### src/hw/rtl/ufc_pkg.sv
// Shared types and constants for the union-find components engine.
`timescale 1ns / 1ps

package ufc_pkg;

   localparam int VERTICES = 1024;
   localparam int VTX_W    = $clog2(VERTICES);
   localparam int LABEL_W  = 11;
   localparam int PAR_W    = 12;
   localparam int CNT_W    = 11;
   localparam int WORD_W   = PAR_W + 1;

   localparam logic [1:0] OP_UNION = 2'd0;
   localparam logic [1:0] OP_FIND  = 2'd1;
   localparam logic [1:0] OP_CLEAR = 2'd2;
   localparam logic [1:0] OP_SPARE = 2'd3;

   typedef enum logic [4:0] {
      S_INIT,
      S_IDLE,
      S_CLEAR,
      S_U_RDA,
      S_U_MKA,
      S_U_RDB,
      S_U_MKB,
      S_U_RDI,
      S_U_WI,
      S_U_RDJ,
      S_U_WJ,
      S_U_RCI,
      S_U_CI,
      S_U_RCJ,
      S_U_CJ,
      S_U_LK1,
      S_U_LK2,
      S_F_RD,
      S_F_CHK,
      S_F_WALK,
      S_F_FIX,
      S_RESP
   } state_type;

   typedef enum logic [3:0] {
      UOP_NONE,
      UOP_LOAD,
      UOP_CLEAR,
      UOP_RD_LO,
      UOP_RD_HI,
      UOP_MARK,
      UOP_WALK_I,
      UOP_WALK_J,
      UOP_COMP_I,
      UOP_COMP_J,
      UOP_LINK1,
      UOP_LINK2,
      UOP_FIX,
      UOP_OUT
   } uop_type;

   typedef struct packed {
      uop_type uop;
   } cmd_type;

   typedef struct packed {
      logic rd_pos;
      logic rd_seen;
      logic same_vtx;
      logic same_root;
      logic clr_last;
   } sts_type;

endpackage

### src/hw/rtl/ufc_ctrl.sv
// Controller: sequences union, find and clear over the datapath; owns the handshakes.
`timescale 1ns / 1ps

module ufc_ctrl (
   input  logic             clock,
   input  logic             reset,
   input  logic             req_valid,
   output logic             req_stall,
   input  logic [1:0]       req_op,
   output logic             rsp_valid,
   input  logic             rsp_stall,
   output ufc_pkg::cmd_type cmd,
   input  ufc_pkg::sts_type sts
);
   import ufc_pkg::*;

   state_type state_ff, state_in;
   logic rsp_valid_ff, rsp_valid_in;

   assign req_stall = state_ff != S_IDLE;
   assign rsp_valid = rsp_valid_ff;

   always_ff @(posedge clock) begin
      if (reset) begin
         state_ff <= S_INIT;
         rsp_valid_ff <= 1'b0;
      end else begin
         state_ff <= state_in;
         rsp_valid_ff <= rsp_valid_in;
      end
   end

   always_comb begin
      state_in = state_ff;
      cmd.uop = UOP_NONE;
      rsp_valid_in = rsp_valid_ff && rsp_stall;
      case (state_ff)
         S_INIT: begin
            cmd.uop = UOP_CLEAR;
            if (sts.clr_last) state_in = S_IDLE;
         end
         S_IDLE: begin
            if (req_valid) begin
               cmd.uop = UOP_LOAD;
               case (req_op)
                  OP_UNION: state_in = S_U_RDA;
                  OP_FIND:  state_in = S_F_RD;
                  OP_CLEAR: state_in = S_CLEAR;
                  default:  state_in = S_RESP;
               endcase
            end
         end
         S_CLEAR: begin
            cmd.uop = UOP_CLEAR;
            if (sts.clr_last) state_in = S_RESP;
         end
         S_U_RDA: begin
            cmd.uop = UOP_RD_LO;
            state_in = S_U_MKA;
         end
         S_U_MKA: begin
            cmd.uop = UOP_MARK;
            state_in = S_U_RDB;
         end
         S_U_RDB: begin
            cmd.uop = UOP_RD_HI;
            state_in = S_U_MKB;
         end
         S_U_MKB: begin
            cmd.uop = UOP_MARK;
            state_in = sts.same_vtx ? S_RESP : S_U_RDI;
         end
         S_U_RDI: begin
            cmd.uop = UOP_RD_LO;
            state_in = S_U_WI;
         end
         S_U_WI: begin
            cmd.uop = UOP_WALK_I;
            if (!sts.rd_pos) state_in = S_U_RDJ;
         end
         S_U_RDJ: begin
            cmd.uop = UOP_RD_HI;
            state_in = S_U_WJ;
         end
         S_U_WJ: begin
            cmd.uop = UOP_WALK_J;
            if (!sts.rd_pos) state_in = S_U_RCI;
         end
         S_U_RCI: begin
            cmd.uop = UOP_RD_LO;
            state_in = S_U_CI;
         end
         S_U_CI: begin
            cmd.uop = UOP_COMP_I;
            if (!sts.rd_pos) state_in = S_U_RCJ;
         end
         S_U_RCJ: begin
            cmd.uop = UOP_RD_HI;
            state_in = S_U_CJ;
         end
         S_U_CJ: begin
            cmd.uop = UOP_COMP_J;
            if (!sts.rd_pos) state_in = sts.same_root ? S_RESP : S_U_LK1;
         end
         S_U_LK1: begin
            cmd.uop = UOP_LINK1;
            state_in = S_U_LK2;
         end
         S_U_LK2: begin
            cmd.uop = UOP_LINK2;
            state_in = S_RESP;
         end
         S_F_RD: begin
            cmd.uop = UOP_RD_LO;
            state_in = S_F_CHK;
         end
         S_F_CHK: begin
            if (!sts.rd_seen) begin
               state_in = S_RESP;
            end else begin
               cmd.uop = UOP_WALK_I;
               state_in = sts.rd_pos ? S_F_WALK : S_F_FIX;
            end
         end
         S_F_WALK: begin
            cmd.uop = UOP_WALK_I;
            if (!sts.rd_pos) state_in = S_F_FIX;
         end
         S_F_FIX: begin
            cmd.uop = UOP_FIX;
            state_in = S_RESP;
         end
         S_RESP: begin
            if (!rsp_valid_ff || !rsp_stall) begin
               cmd.uop = UOP_OUT;
               rsp_valid_in = 1'b1;
               state_in = S_IDLE;
            end
         end
         default: begin
            state_in = S_IDLE;
         end
      endcase
   end

endmodule

### config.mk
export PLATFORM = sky130hd
export DESIGN_NAME = ufc_ctrl
export DESIGN_NICKNAME = d
export VERILOG_FILES = /design/src/hw/rtl/ufc_pkg.sv /design/src/hw/rtl/ufc_ctrl.sv
export SDC_FILE = /design/constraint.sdc
export NUM_CORES = 1
export LEC_CHECK = 0
export BUFFER_PORTS_ARGS = -buffer_cell sky130_fd_sc_hd__buf_2
export CAP_MARGIN = 10
export CELL_PAD_IN_SITES_DETAIL_PLACEMENT = 0
export CELL_PAD_IN_SITES_GLOBAL_PLACEMENT = 1
export CORE_UTILIZATION = 39
export DETAILED_ROUTE_END_ITERATION = 6
export PLACE_DENSITY = 0.89
export REMOVE_ABC_BUFFERS = 1
export SLEW_MARGIN = 20
export SYNTH_ARGS = -nofsm -noshare
export SYNTH_HDL_FRONTEND = slang
export SYNTH_SLANG_ARGS = --single-unit
### constraint.sdc
create_clock -name clock -period 3.5 [get_ports clock]
set_input_delay 0.35 -clock clock [delete_from_list [all_inputs] [get_ports clock]]
set_output_delay 0.35 -clock clock [all_outputs]
set_load 0.02 [all_outputs]
After elaboration in Yosys (flattened, before gate mapping)
Index checks and enable logic that the tools add are counted.
{"block": "totals", "word_cells": 69, "reg_bits": 6, "out_inout_bits": 6, "in_bits": 11}
{"block": "op_classes", "n_eq_ne": 33, "muxes": 21, "n_reduce_logical": 13}
{"op": "case mux 5 bit (21 select lines)", "n": 1}
{"op": "case mux 4 bit (14 select lines)", "n": 1}
{"op": "2-to-1 mux 5 bit", "n": 11}
{"op": "equality test 5 x 4 -> 1 bit (second input constant)", "n": 8}
{"op": "equality test 5 bit (second input constant)", "n": 6}
{"op": "equality test 5 x 3 -> 1 bit (second input constant)", "n": 4}
{"op": "inequality test 2 bit (second input constant)", "n": 9}
{"op": "case mux 5 bit (3 select lines)", "n": 1}
{"op": "equality test 5 x 2 -> 1 bit (second input constant)", "n": 2}
{"op": "2-to-1 mux 3 bit", "n": 3}
{"op": "AND reduction 9 bit", "n": 1}
{"op": "OR reduction 2 bit", "n": 4}
{"op": "equality test 5 x 1 -> 1 bit (second input constant)", "n": 1}
{"op": "zero test 5 bit", "n": 1}
{"op": "inequality test 5 x 1 -> 1 bit (second input constant)", "n": 1}
{"op": "2-to-1 mux 4 bit", "n": 1}
{"op": "OR reduction 4 bit", "n": 1}
{"op": "2-to-1 mux 1 bit", "n": 3}
{"op": "OR reduction 3 bit", "n": 1}
{"op": "equality test 2 x 1 -> 1 bit (second input constant)", "n": 1}
{"op": "equality test 2 bit (second input constant)", "n": 1}
{"op": "zero test 1 bit", "n": 2}
{"op": "zero test 2 bit", "n": 1}
{"op": "logical AND 1 bit", "n": 1}
{"op": "logical OR 1 bit", "n": 1}

Longest topological paths before layout
Gate-level depths: netlist of the first run.
{"block": "depth", "ltp_word": 4, "depth_mapped": 7, "ltp_nobuf": 5}

Worst setup path before layout of the first run
No wires, ideal clock.
{"block": "synth_timing", "path_kind": "reg-to-output", "start": "reg state_ff[3]", "end": "out cmd[0] (netlist name)", "required_ps": 3150, "setup_slack_ps": 1791, "stages_incl_launch_ff": 7, "path_buffers": 2, "arrival_time_ps": 1359, "path_cell_list": "dfxtp_1 -> buf_2 -> buf_1 -> nand2_1 -> o21ai_0 -> a22oi_1 -> o22ai_1"}
{"item": "start: declaration", "line_no": "ufc_ctrl.sv:17", "text": "state_type state_ff, state_in;"}
{"item": "start signal: assignment", "line_no": "ufc_ctrl.sv:28", "text": "state_ff <= state_in;"}
{"item": "end: declaration", "line_no": "ufc_ctrl.sv:12", "text": "output ufc_pkg::cmd_type cmd,"}

==> key figures, run 1 <==
Status
  • Status: completed

Synth
  • Sequential share of the synthesized area: 16.1%
  • Synthesized area: 744 um^2
  • Ys async rst share: 0%
  • Post-synthesis mux area share: 0%
  • Synth Flop Type: dfxtp_1
  • Synth Area in Adders: 0%
  • Compound-Gate Fraction of Synth Area: 37.5%
  • Synth unique cells: 40
  • Largest family of logic cells by synthesized area: compound AO/OA/AOI/OAI gates
  • Flops & latches, synth: 6
  • Syn Area/Cell: 6.53 um^2
  • EDFF count, synth: 0
  • Synth Area in Simple Gates: 36.3%
  • Syn. warnings: 0
  • Mapped Cells: 114
  • Xor-xnor portion of the synthesized cell area: 1.18%

Global route
  • First-pass GRT wire length: about 3200 um
  • Largest net degree at the start of global routing: 25
  • GR Overflow Total: 0
  • Initial antenna violation count: 0
  • GRT Total Usage: 20.8%
  • Number of global-route vias before repair: 703

Floorplan
  • Die Wd: 45.7 um
  • IO Pins: 17
  • Core Rows: 15
  • Chip height: 45.7 um
  • Die ar.: roughly 2100 um^2
  • Starting Density: 42.2%
  • Core footprint: 1760 um^2

Clocking
  • Clock Sinks: 6
  • Clk Latency, worst-skew pair: 0.26 ns
  • Cts repair resizes: 0
  • Root Driver: clkbuf_4
  • # hold bufs at CTS: 0
  • H-tree depth: 1
  • Clk buf depth: 2
  • Clock-pin slew on the worst setup and hold paths: 0.05 ns
  • Post-CTS Setup Bufs: 0
  • Num CTS Buffers: 3
  • CTS tree: yes

Final layout
  • P&R area growth vs syn: 11.1%
  • Commonest non-fill, non-tap cell in the layout: buf_2
  • Area of the multi-input gates: 558 um^2
  • # diodes: 0
  • Layout cells sized above 1: 18.7%
  • Storage element area: 120 um^2
  • Layout Nets: 136
  • Most frequent cells in the layout: buf_2 (16), nand2_1 (14), o21ai_0 (13)
  • Filler cells: about 210

Critical path
  • Reg2Reg Depth: 5
  • Worst EP required: around 3.2 ns
  • CP Max Fanout: 24
  • Worst setup EP type: output pin
  • Worst Path Arrival: 1.95 ns
  • Crit Path Class: register to output pin
  • Startpoint Class: register

Timing
  • Worst Tran Pin Value: around 0.7 ns
  • Setup TNS: 0 ns
  • Final clock period utilization by the worst path: 65.8%
  • Setup WS post-layout: between 1 and 1.5 ns
  • Setup violators final: 0
  • Slew margin rel.: 54.6%
  • Final Hold Viols: 0
  • Unrepaired setup endpoints after global routing: false
  • Clock Skew: about 0.0047 ns
  • Max-slew violation count: 0
  • FMAX: 434 MHz
  • Clock period minus worst slack: 2.30 ns

Drt
  • Post-Route WL: 1950 um
  • Vias: roughly 850
  • First-pass DRT Iterations: 4
  • Vias per cell: about 5.7
  • Post-DRT Antenna Nets: 0
  • Initial DRC count: 19
  • DR WL/cell: 13.2 um
  • DRC viols: 0

Placed design
  • IO Port Bufs: 16
  • Post-Place Worst Slack: 1.46 ns
  • Routability Congestion: 0.899
  • HPWL after detailed placement: around 1400 um

Flow run
  • Max cap viols: 0

Pwr
  • PwrDens: about 690 nW/um^2
  • Static Leakage: 0.308 nW
  • VDD IR-drop max: 355 uV

Worst hold path
  • HP Class: primary input to register
  • Hold depth: 2
==> where the power goes <==
part,leakage [nW],internal [mW],total (mW),switching [mW]
clock,0.0138,0.0390,0.0680,0.0289
sequential,0.0491,0.0851,0.162,0.0769
combinational,0.245,0.148,0.345,0.197
total,0.308,0.272,0.575,0.303
==> state kept, by name, summed over array words and instances, names as in the netlist <==
register and flops:
rsp_valid 1, state_ff 5
==> metrics by stage <==
stage / cell area, um^2 / std cells / util [%] / power, mW / hold slack (ns)
6_report: 827 / 148 / 46.9 / 0.575 / 0.343
3_3_place_gp: 805 / 145 / 45.6 / 0.503 / 0.548
5_1_grt: 827 / 148 / 46.9 / 0.623 / 0.346
4_1_cts: 827 / 148 / 46.9 / 0.574 / 0.344
2_1_floorplan: 693 / 104 / - / 0.405 / 0.416
3_5_place_dp: 805 / 145 / 45.6 / 0.507 / 0.547
==> area by class of cell <==
type                            count  share of cell area [%]
Multi-Input combinational cell     94                    67.5
Sequential cell                     6                    14.5
Timing Repair Buffer               16                    9.68
Tap cell                           25                    3.78
Clock buffer                        3                    2.72
Inverter                            4                    1.82
==> metal layers <==
| layer | track usage, % | vias to the layer above | part of all wire, % |
|---|---|---|---|
| met2 | 30.6 | 21 | 44 |
| li1 | - | 430 | - |
| met4 | 5.88 | 0 | 1.8 |
| met5 | 0 | - | 0 |
| met3 | 4.76 | 5 | 4.6 |
| met1 | 30.1 | 389 | 49 |
==> Yosys cell counts (2+ instances only) <==
| cell | count | area, um^2 |
|---|---|---|
| nand4_1 | 2 | 12.5 |
| nor2_1 | 12 | 45.0 |
| dfxtp_1 | 6 | 120 |
| o211ai_1 | 2 | 15.0 |
| nand3_1 | 2 | 10.0 |
| and2_1 | 2 | 12.5 |
| nand2_1 | 14 | 52.6 |
| inv_1 | 4 | 15.0 |
| buf_2 | 4 | 20.0 |
| nor3_1 | 3 | 15.0 |
| a21oi_1 | 10 | 50.1 |
| o21ai_0 | 13 | 65.1 |
| a21o_1 | 2 | 15.0 |
| clkbuf_1 | 3 | 11.3 |
| nand2b_1 | 5 | 31.3 |
| nor2b_1 | 4 | 25.0 |
| nand3b_1 | 2 | 15.0 |
| nor4_1 | 2 | 12.5 |
==> worst paths after layout <==
kind	slack, ns	end	from
worst max-delay path	1.20	cmd[2]	state_ff[4]
worst min register to register	0.55	rsp_valid	rsp_valid
worst min-delay path	0.34	state_ff[2]	reset
worst max register to register	1.52	state_ff[2]	state_ff[3]
==> worst max-delay path, cell delays in order (launching register included) <==
cell and delay (ns):
dfxtp_1 0.75, nor2b_1 0.33, o211ai_1 0.13, a21oi_1 0.18, nor2_1 0.06, o21ai_0 0.06
buf_2 0.19
==> logic make-up (layout without fill, tap and decap cells) <==
group                     count (synthesis)  count (layout)
and+or+nand+nor                          52              52
AOI/OAI and AO/OA                        41              41
buffers and inverters                    14              23
DFF                                       6               6
xor gates and xnor gates                  1               1
(Power assumes the default switching activity.)
==> run 2: changes to the inputs <==
--- a/config.mk
+++ b/config.mk
@@ -5,13 +5,14 @@
 export SDC_FILE = /design/constraint.sdc
 export NUM_CORES = 1
 export LEC_CHECK = 0
+export ABC_AREA = 1
 export BUFFER_PORTS_ARGS = -buffer_cell sky130_fd_sc_hd__buf_2
 export CAP_MARGIN = 10
 export CELL_PAD_IN_SITES_DETAIL_PLACEMENT = 0
 export CELL_PAD_IN_SITES_GLOBAL_PLACEMENT = 1
-export CORE_UTILIZATION = 39
+export CORE_UTILIZATION = 30
 export DETAILED_ROUTE_END_ITERATION = 6
-export PLACE_DENSITY = 0.89
+export PLACE_DENSITY = 0.78
 export REMOVE_ABC_BUFFERS = 1
 export SLEW_MARGIN = 20
 export SYNTH_ARGS = -nofsm -noshare
==> constraint.sdc (replaced) <==
create_clock -name clock -period 2 [get_ports clock]
set_input_delay 0.2 -clock clock [delete_from_list [all_inputs] [get_ports clock]]
set_output_delay 0.2 -clock clock [all_outputs]
set_load 0.02 [all_outputs]
==> run 2 against run 1 <==
Largest cell class unchanged. Cell count rose by 24%. Clock skew is 0.0011 ns lower. Highest routed layer unchanged. Clock-buffer cell count did not move.
==> key figures, run 2 <==
Critical path
  • Crit-path cells: inv_1, nand2_1, o31ai_1, nor2_1, o2111ai_1, buf_2
  • Largest stage delay, worst path: 0.34 ns
  • Worst EP required: 1.80 ns
  • Worst Path Arrival: 1.65 ns
  • Startpoint Class: register
  • CP Max Fanout: 12
  • Crit-path slowest cell: o31ai_1
  • Bufs and invs on worst path: 2
  • Crit Path Class: register to output pin
  • Top delay family on crit path: buffers and inverters
  • Worst R2R Setup Slack: ~0.46 ns
  • Worst setup EP type: output pin

Timing
  • Setup violators final: 0
  • Setup TNS: 0 ns
  • Final clock period utilization by the worst path: 92.7%
  • Slew margin rel.: 77.0%
  • Max-slew violation count: 0
  • Worst Tran Pin Value: 0.342 ns
  • FMAX: 540 MHz
  • Clock Skew: 0.00361 ns
  • WHS: 0.200 ns
  • Clock period minus worst slack: between 1.5 and 2 ns
  • Final Hold Viols: 0
  • Unrepaired setup endpoints after global routing: false

Synth
  • Syn. warnings: 0
  • Post-synth top cells: nand2_1 (36), nand3_1 (24), nor2_1 (20), inv_1 (17), a21oi_1 (10)
  • Synth unique cells: 20
  • EDFF count, synth: 0
  • Mapped Cells: 138
  • Most frequent cell after synthesis: nand2_1
  • Compound-Gate Fraction of Synth Area: 13.7%
  • Area leader, netlist: nand2_1
  • Synth Area in Adders: 0%
  • Synth Flop Type: dfxtp_1
  • Ys async rst share: 0%
  • Synthesized area: 732 um^2
  • Post-synth top area share: 18.5%
  • Sequential share of the synthesized area: 16.4%
  • Post-synthesis mux area share: 0%
  • Syn Area/Cell: roughly 5.3 um^2
  • Synth Area in Simple Gates: a little under three fifths
  • Most area-consuming cells after synthesis: nand2_1 (18%), dfxtp_1 (16%), nand3_1 (16%)
  • Xor-xnor portion of the synthesized cell area: 0%
  • Largest family of logic cells by synthesized area: simple AND/OR/NAND/NOR gates
  • Flops & latches, synth: 6

Floorplan
  • Chip height: 51.4 um
  • Starting Density: 32.5%
  • Core footprint: 2250 um^2
  • Core Rows: 17
  • Die ar.: 2640 um^2
  • Die Wd: 51.4 um
  • IO Pins: 17

Clocking
  • Clk Latency, worst-skew pair: 0.24 ns
  • Clk buf depth: 2
  • CTS tree: yes
  • Clock-pin slew on the worst setup and hold paths: roughly 0.04 ns
  • Num CTS Buffers: 3
  • Root Driver: clkbuf_4
  • Clock Sinks: 6
  • H-tree depth: 1

Placed design
  • Routability Congestion: 0.886
  • IO Port Bufs: 16
  • HPWL after detailed placement: 1800 um

Pwr
  • Static Leakage: 0.458 nW
  • Design Power: around 1.2 mW
  • PwrDens: 1430 nW/um^2
  • VDD IR-drop max: about 780 uV

Final layout
  • P&R area growth vs syn: 18.5%
  • Biggest register: state_ff
  • Commonest non-fill, non-tap cell in the layout: nand2_1
  • Max FFs per register: 5
  • Layout cells sized above 1: around 20%
  • Final Util: between 30% and 40%
  • # diodes: 0
  • Most frequent cells in the layout: nand2_1 (36), nand3_1 (24), nor2_1 (19)
  • Layout Nets: between 150 and 200

Drt
  • DR WL/cell: 12.0 um
  • Post-DRT Antenna Nets: 0
  • Post-Route WL: around 2200 um
  • Vias per cell: ~5.2
  • DRC viols: 0
  • First-pass DRT Iterations: 4
  • Vias: 946
  • Initial DRC count: 47

Global route
  • First-pass GRT wire length: 3650 um
  • Number of global-route vias before repair: 834
  • GRT Total Usage: 18.4%
  • Largest net degree at the start of global routing: 13
  • Initial antenna violation count: 0
  • GR Overflow Total: 0

Status
  • Status: completed

Worst hold path
  • HP Class: primary input to register

Flow run
  • Max cap viols: 0
-- run 2: changes by cell type in the layout (fill, tap and decap cells not counted), sizes merged, moves of 3 or more --
cell    previous run  this run
inv                4        19
nor2              12        23
nor3               3         0
nand3              2        24
o21ai             13         1
nand4              2         7
nand2             14        37
nand2b             6         0
nor4               3         0
nor2b              4         0
-- run 2: power breakdown --
group	internal, mW	leakage [nW]	total [mW]	switching (mW)
combinational	0.295	0.394	0.917	0.622
sequential	0.159	0.0501	0.215	0.0563
clock	0.0675	0.0138	0.106	0.0381
-- run 2: cell type report --
cell class | count | area [um^2]
Fill cell | 270 | 1390
Multi-Input combinational cell | 109 | 519
Sequential cell | 6 | 124
Timing Repair Buffer | 18 | 95.1
Inverter | 19 | 71.3
Tap cell | 28 | 35.0
Clock buffer | 3 | 22.5
-- run 2: final timing paths --
| path | endpoint | from | depth (start not counted) |
|---|---|---|---|
| min reg2reg | rsp_valid | rsp_valid | 2 |
| max reg2reg | state_ff[0] | state_ff[4] | 10 |
| max | cmd[0] | state_ff[4] | 6 |
| min | state_ff[1] | reset | 2 |
-- run 2: cell families (layout without fill, tap and decap cells) --
kind of cell    Yosys count  in the layout
compound gates           17             17
buf+inv                  23             40
flops                     6              6
simple gates             92             92
-- run 2: stage by stage --
step	setup WS (ns)	instance area (um^2)	cells
2_1_floorplan	0.488	703	134
3_3_place_gp	0.346	833	180
3_5_place_dp	0.367	833	180
4_1_cts	0.104	856	183
5_1_grt	0.0250	867	183
6_report	0.147	867	183
-- run 2: repair_timing --
action,in CTS,in global routing
setup buffers,0,0
setup endpoints to repair,0,3
resized for setup,0,5
hold buffers,0,0
-- run 2: worst register-to-register path, cell delays in order, from the launching register on --
cell	delay, ns
dfxtp_1	0.30
inv_1	0.26
nand2_1	0.16
nor2_1	0.17
nand2_1	0.06
nand3_1	0.12
inv_1	0.09
nand2_2	0.11
nand2_1	0.06
nand2_1	0.06
nor2_1	0.04
-- run 2: metal layers --
metal | vias up | GRT usage [%] | routed length [um]
met5 | - | 0 | 0
met4 | 0 | 9.01 | 43
met3 | 4 | 1.79 | 125
met2 | 39 | 28.1 | 998
met1 | 402 | 25.5 | 1030
li1 | 501 | - | -
